==> src/hw/rtl/three_wheel_holonomic_kinematics_assert.svh <==
// Assertion macros for the three-wheel kinematics block.
`ifndef THREE_WHEEL_HOLONOMIC_KINEMATICS_ASSERT_SVH
`define THREE_WHEEL_HOLONOMIC_KINEMATICS_ASSERT_SVH
`ifndef SYNTHESIS
`define TWK_ASSERT(label, clk, rst_n, prop, msg) \
  label: assert property (@(posedge clk) disable iff (!rst_n) (prop)) else $error(msg);
`define TWK_ASSERT_IMPL(label, clk, rst_n, ante, cons, msg) \
  label: assert property (@(posedge clk) disable iff (!rst_n) (ante) |-> (cons)) \
    else $error(msg);
`else
`define TWK_ASSERT(label, clk, rst_n, prop, msg)
`define TWK_ASSERT_IMPL(label, clk, rst_n, ante, cons, msg)
`endif
`endif

==> src/hw/rtl/twk_pkg.sv <==
`timescale 1ns / 1ps
`default_nettype none
package twk_pkg;
  localparam int unsigned Wheels = 3;
  localparam int unsigned CordicSteps = 16;
  localparam logic [31:0] CordicGain = 32'd652032874;
  localparam logic [16:0] HalfPiQ16 = 17'd102944;
  localparam logic [10:0] Deg2RadQ16 = 11'd1144;
  localparam logic [15:0] QuarterTurn = 16'd16384;
  localparam logic [1:0] CfgEnable = 2'd0;
  localparam logic [1:0] CfgCounts = 2'd1;
  localparam logic [1:0] CfgRate = 2'd2;
  localparam logic ActUpdate = 1'b0;
  localparam logic ActLoad = 1'b1;

  function automatic logic [29:0] atan_f(input logic [3:0] i);
    logic [29:0] r;
    unique case (i)
      4'd0: r = 30'd536870912;
      4'd1: r = 30'd316933406;
      4'd2: r = 30'd167458907;
      4'd3: r = 30'd85004756;
      4'd4: r = 30'd42667331;
      4'd5: r = 30'd21354465;
      4'd6: r = 30'd10680862;
      4'd7: r = 30'd5340245;
      4'd8: r = 30'd2670163;
      4'd9: r = 30'd1335087;
      4'd10: r = 30'd667544;
      4'd11: r = 30'd333772;
      4'd12: r = 30'd166886;
      4'd13: r = 30'd83443;
      4'd14: r = 30'd41721;
      default: r = 30'd20861;
    endcase
    return r;
  endfunction
endpackage
`default_nettype wire

==> src/hw/rtl/twk_divider.sv <==
`timescale 1ns / 1ps
`default_nettype none
module twk_divider import twk_pkg::*; (
  input  wire logic        clk_i,
  input  wire logic        rst_ni,
  input  wire logic        start_i,
  input  wire logic [48:0] num_i,
  input  wire logic [27:0] den_i,
  output logic             done_o,
  output logic [48:0]      quo_o
);
  logic [48:0] quo_q, quo_d;
  logic [28:0] rem_q, rem_d;
  logic [5:0]  cnt_q, cnt_d;
  logic        busy_q, busy_d;
  logic [28:0] trial;
  logic [29:0] diff;

  always_comb begin
    trial = {rem_q[27:0], quo_q[48]};
    diff = {1'b0, trial} - {2'b0, den_i};
    quo_d = quo_q;
    rem_d = rem_q;
    cnt_d = cnt_q;
    busy_d = busy_q;
    done_o = 1'b0;
    if (start_i) begin
      quo_d = num_i;
      rem_d = '0;
      cnt_d = 6'd49;
      busy_d = 1'b1;
    end else if (busy_q) begin
      if (diff[29]) begin
        rem_d = trial;
        quo_d = {quo_q[47:0], 1'b0};
      end else begin
        rem_d = diff[28:0];
        quo_d = {quo_q[47:0], 1'b1};
      end
      cnt_d = cnt_q - 6'd1;
      if (cnt_q == 6'd1) begin
        busy_d = 1'b0;
        done_o = 1'b1;
      end
    end
  end

  always_ff @(posedge clk_i or negedge rst_ni) begin
    if (!rst_ni) begin
      busy_q <= 1'b0;
      cnt_q <= '0;
    end else begin
      busy_q <= busy_d;
      cnt_q <= cnt_d;
    end
  end

  always_ff @(posedge clk_i) begin
    quo_q <= quo_d;
    rem_q <= rem_d;
  end

  assign quo_o = quo_d;
endmodule
`default_nettype wire

==> config.mk <==
export PLATFORM = sky130hd
export DESIGN_NAME = twk_divider
export DESIGN_NICKNAME = d
export VERILOG_FILES = /design/src/hw/rtl/three_wheel_holonomic_kinematics_assert.svh /design/src/hw/rtl/twk_pkg.sv /design/src/hw/rtl/twk_divider.sv
export SDC_FILE = /design/constraint.sdc
export NUM_CORES = 1
export LEC_CHECK = 0
export BUFFER_PORTS_ARGS = -buffer_cell sky130_fd_sc_hd__buf_2
export CAP_MARGIN = 25
export CORE_UTILIZATION = 54
export DETAILED_ROUTE_END_ITERATION = 16
export PLACE_DENSITY = 0.81
export SYNTH_ARGS = -nofsm -noshare
export SYNTH_HDL_FRONTEND = slang
export SYNTH_SLANG_ARGS = --single-unit
export TNS_END_PERCENT = 1
==> constraint.sdc <==
create_clock -name clk_i -period 3.7 [get_ports clk_i]
set_input_delay 0.555 -clock clk_i [delete_from_list [all_inputs] [get_ports clk_i]]
set_output_delay 0.555 -clock clk_i [all_outputs]
set_load 0.005 [all_outputs]
After elaboration in Yosys (flattened, before gate mapping)
Index checks and enable logic that the tools add are counted.

Register bits: 84. Bits in latches: 0. RAM bits: 0. Bits in read-only memories: 0. Input bits: 80. Output and inout bits: 50. Word-level logic and storage cells: 20. Memories kept: 0.

$add $sub $neg: 2. Multipliers: 0. Div/mod/pow operators: 0. $lt $le $gt $ge: 0. Equality and inequality tests: 1. Shift operators: 0. Multiplexer cells: 12. Bitwise gates (word level): 0. Reductions and logical operators: 1.

Operator list (number): 49-bit two-way mux (2); 29-bit by 28-bit subtractor with 30-bit output (1); 28-bit two-way mux (1); 6-bit two-way mux (2); 1-bit two-way mux (7); 6-bit by 1-bit equality test with 1-bit output (second input constant) (1); 6-bit by 1-bit subtractor with 6-bit output (second input constant) (1); 2-bit nonzero test (1).

Longest topological paths before layout
Word-level depth: 4. Gate-level depth with buffers: 12. Gate-level depth less buffers: 12.

Worst setup path before layout
Ideal clock, no wire load.

Kind: input to output. Start point: input port den_i[22]. End point: output port quo_o[0]. Arrival: 2.627 ns. Data required time: 3.145 ns. Slack: 0.518 ns. Stages: 12. Buffers on the path: 2. Cells stage by stage: inv_1 > ha_1 > buf_2 > a211oi_2 > o21a_1 > nor3_1 > a2111o_1 > a211oi_4 > buf_4 > nor2_1 > a21oi_1 > o21ai_0.

Cells in the longest elaborated chain, start to end: 4.

Ends and longest elaborated chain: from (decl) (line twk_divider.sv:8) `input wire logic [27:0] den_i,`; 29-bit by 28-bit subtractor with 30-bit output (line twk_divider.sv:21) `diff = {1'b0, trial} - {2'b0, den_i};`; 1-bit two-way mux (line twk_divider.sv:33) `if (diff[29]) begin`; 49-bit two-way mux (line twk_divider.sv:32) `end else if (busy_q) begin`; 49-bit two-way mux (line twk_divider.sv:27) `if (start_i) begin`; to (decl) (line twk_divider.sv:10) `output logic [48:0] quo_o`.

No other way between the ends.

Final worst setup path
Start point: register rem_q[21]. End point: output port quo_o[0].

Cells in the longest elaborated chain, start to end: 4.

Ends and longest elaborated chain: from (decl) (line twk_divider.sv:13) `logic [28:0] rem_q, rem_d;`; from (signal assigned) (line twk_divider.sv:60) `rem_q <= rem_d;`; 29-bit by 28-bit subtractor with 30-bit output (line twk_divider.sv:21); 1-bit two-way mux (line twk_divider.sv:33); 49-bit two-way mux (line twk_divider.sv:32); 49-bit two-way mux (line twk_divider.sv:27).

No other way between the ends.

==> impl_results.md <==
* Distinct cell type count after synthesis at 72
* Critical Path, Cell by Cell: ha_1 -> and3_1 -> nand2_1 -> nor4_1 -> a211oi_4 -> nor2_1 -> a21oi_1 -> o21ai_0 -> buf_2
* Syn. warnings at 0
* Initial antenna violation count at 0
* CP endpoint kind: output port
* Antenna Violating Nets Remaining at 0
* Hpwl dp at 9.24 mm
* First-pass DRT Iterations at 5
* Area of the mapped netlist at 5290 um2
* WL met3 at 865 um
* Ant diodes at 0
* Cell Pwr Density at 620 nW/um2
* Root Buffer: clkbuf_8
* Setup crit start kind: register
* Clk buf depth at 2
* Drt drc at 0
* Hold Fails Final Rpt at 0
* Grt total ovfl at 0
* Top-count cell post-synth: dfxtp_1
* WL met1 at 5.56 mm
* Setup TNS at 0 ns
* Layout Utilization at 66.9%
* First-pass GRT wire length at 20.7 mm
* CP Data Arrival Time at 2.90 ns
* Setup-failing EPs final at 0
* Post-Synthesis Cells at 635
* Die Ht at 101 um
* Via count at 4,923
* Worst-Margin Slew at 0.783 ns
* Slew Viols, Final at 0
* WS Path Type: reg2out
* Final worst path period need at 3.45 ns
* Routed WL per cell at 14.4 um
* Share of layout cells above drive strength 1 at 24.1%
* Worst min-delay path startpoint: num_i[33]
* Num CTS Buffers at 9
* R2R setup slack at 0.52 ns
* Routed WL at 12.7 mm
* Async S/R FF share, synth at 8.33%
* Outcome: complete, no violations
* Syn_nets at 746
* Worst-path fanout max at 10
* WL met2 at 6.12 mm
* Peak supply drop at 0.332 mV
* Total power at 3.89 mW
* I/O Pins at 130
* Clk_skew at 0.00897 ns
* Vias in the first global route at 4,513
* Achievable frequency at 0.290 GHz
* Total track usage at 25.3%
* Max cap viols at 0
* Reg-to-reg endpoint: rem_q[26]
* CTS tree: done
* Clk slew on worst S/H paths at 0.10 ns
* Row count at 35
* Core area at 9370 um2
* Tightest Hold Check Type: in2reg
* #FFs+latches synth at 84
* Setup Buffers After CTS at 0
* IO Port Bufs at 129
* Leading area contributor after synthesis: dfxtp_1
* Reg2Reg Depth at 12
* Die width at 101 um
* H-tree depth at 3
* Primary FF master, synth: dfxtp_1
* Tcrit/Tclk final at 93.3%
* Die area at 10,200 um2
* Synth top cells by count: dfxtp_1, nand2_1, o21ai_0, mux2i_1, nor2_1
* Post-Synthesis Mean Instance Area at 8.32 um2
* Largest net degree at the start of global routing at 58
* Starting Density at 56.4%
* Max_slew headroom at 47.8%
* Placer Congestion at 0.909
* CP max stage cell: nor4_1
* Post-synth top area share at 29.2%
* Delay of the slowest critical-path stage at 0.52 ns
* Leakage power at 3.32 nW
* Nets at 860
* Data required, critical path at 3.14 ns
* CP Capture Point: quo_o[0]
* Top routing layer in use: met4
* FF-to-FF Start: quo_q[48]
* Post-CTS Resized at 0
* Via density at 5.58
* Clock Sinks at 84
* Iteration-0 DRC count of the detailed router at 175
* Post-synthesis sequential area ratio at 32.5%
* Ranking of synthesized cells by area: dfxtp_1, mux2i_1, ha_1
* CP startpoint: rem_q[21]
* Worst skew pair latency at 0.36 ns
* Post-synth EDFFs at 0
* RSZ-0062 raised after global routing: no
* Syn-to-layout area delta at 18.7%
## flip-flops by register name, indices dropped and copies added, names as in the netlist
name / cells
rem_q: 28
busy_q: 1
cnt_q: 6
quo_q: 49
## per-layer routing
layer	up-vias	global-route usage (%)
met5	-	0
li1	2496	-
met1	2238	31.9
met3	11	5.20
met4	0	7.58
met2	178	43.6
## worst max-delay path: cells and delay by family, from the launching register on
kind,cells,cell delay [ns]
and+or+nand+nor,4,1.18
adders and majority gates,1,0.45
AOI/OAI and AO/OA,3,0.41
DFF,1,0.34
buffers and inverters,1,0.16
## layout make-up
| cell class | instances | area, um2 |
|---|---|---|
| Clock inverter | 6 | 97.6 |
| Inverter | 41 | 154 |
| Multi-Input combinational cell | 475 | 3260 |
| Tap cell | 129 | 161 |
| Sequential cell | 84 | 1720 |
| Clock buffer | 10 | 149 |
| Fill cell | 784 | 3100 |
| Timing Repair Buffer | 138 | 731 |
## layout by cell type, fill, tap and decap left out, types with 2 or more instances in the layout
cell       netlist  layout
xor2_1           7       7
a21o_2           5       5
inv_1           41      41
a31o_2           2       2
a31oi_1          4       4
nor4_1           5       5
a211oi_2         4       4
nor3_1          14      14
o21bai_1         3       3
xnor2_1         12      12
mux2_2           3       3
a21o_1           7       7
a2111o_1         2       2
a21oi_1         32      32
o31ai_1          2       2
o221ai_1         2       2
buf_4            4       8
ha_1            30      30
bufinv_16        0       2
o21ai_0         65      65
or3_1            2       2
and3_1           4       4
buf_2            1     128
inv_6            0       3
a22oi_1          2       2
clkbuf_8         0       9
o211ai_1         2       2
or2_2            2       2
nand3_1          7       7
dfxtp_1         77      77
nand2b_1         6       6
nor2_1          50      50
nand2_1         74      74
mux2i_1         64      64
dfrtp_1          7       6
a211oi_1        26      26
o21a_1           2       2
## stage by stage
stage	worst slack, ns	std cells	hold WS, ns	cell area [um2]
2_1_floorplan	0.518	635	0.259	5290
3_3_place_gp	0.336	866	0.392	6020
3_5_place_dp	0.268	866	0.394	6020
4_1_cts	0.236	883	0.406	6270
5_1_grt	0.0140	883	0.419	6270
6_report	0.247	883	0.416	6270
## kinds of logic after synthesis
kind of cell / Yosys count / synth area share, %
compound gates: 183 / 23.5
xor+xnor: 19 / 3.15
fa+ha+maj: 31 / 7.48
buf+inv: 76 / 5.85
flops: 84 / 32.5
mux: 68 / 13.0
simple gates: 174 / 14.5
## how the worst min path moves through the flow
stage	cells after the start	endpoint	slack [ns]
floorplan	0	busy_q	0.26
finish	3	quo_q[33]	0.42
global placement	1	cnt_q[5]	0.39
global route	3	quo_q[34]	0.42
CTS	3	quo_q[47]	0.41
detailed placement	1	cnt_q[1]	0.39
## where the power goes
part	switching, mW	internal [mW]
Clock	0.382	0.434
Combinational	1.00	0.843
Sequential	0.138	1.09
## timing repair
action	4_1_cts	5_1_grt
hold endpoints to repair	5	0
endpoints found under the setup margin	0	0
hold buffers	1	0
Power figures use the tool's default switching activity.
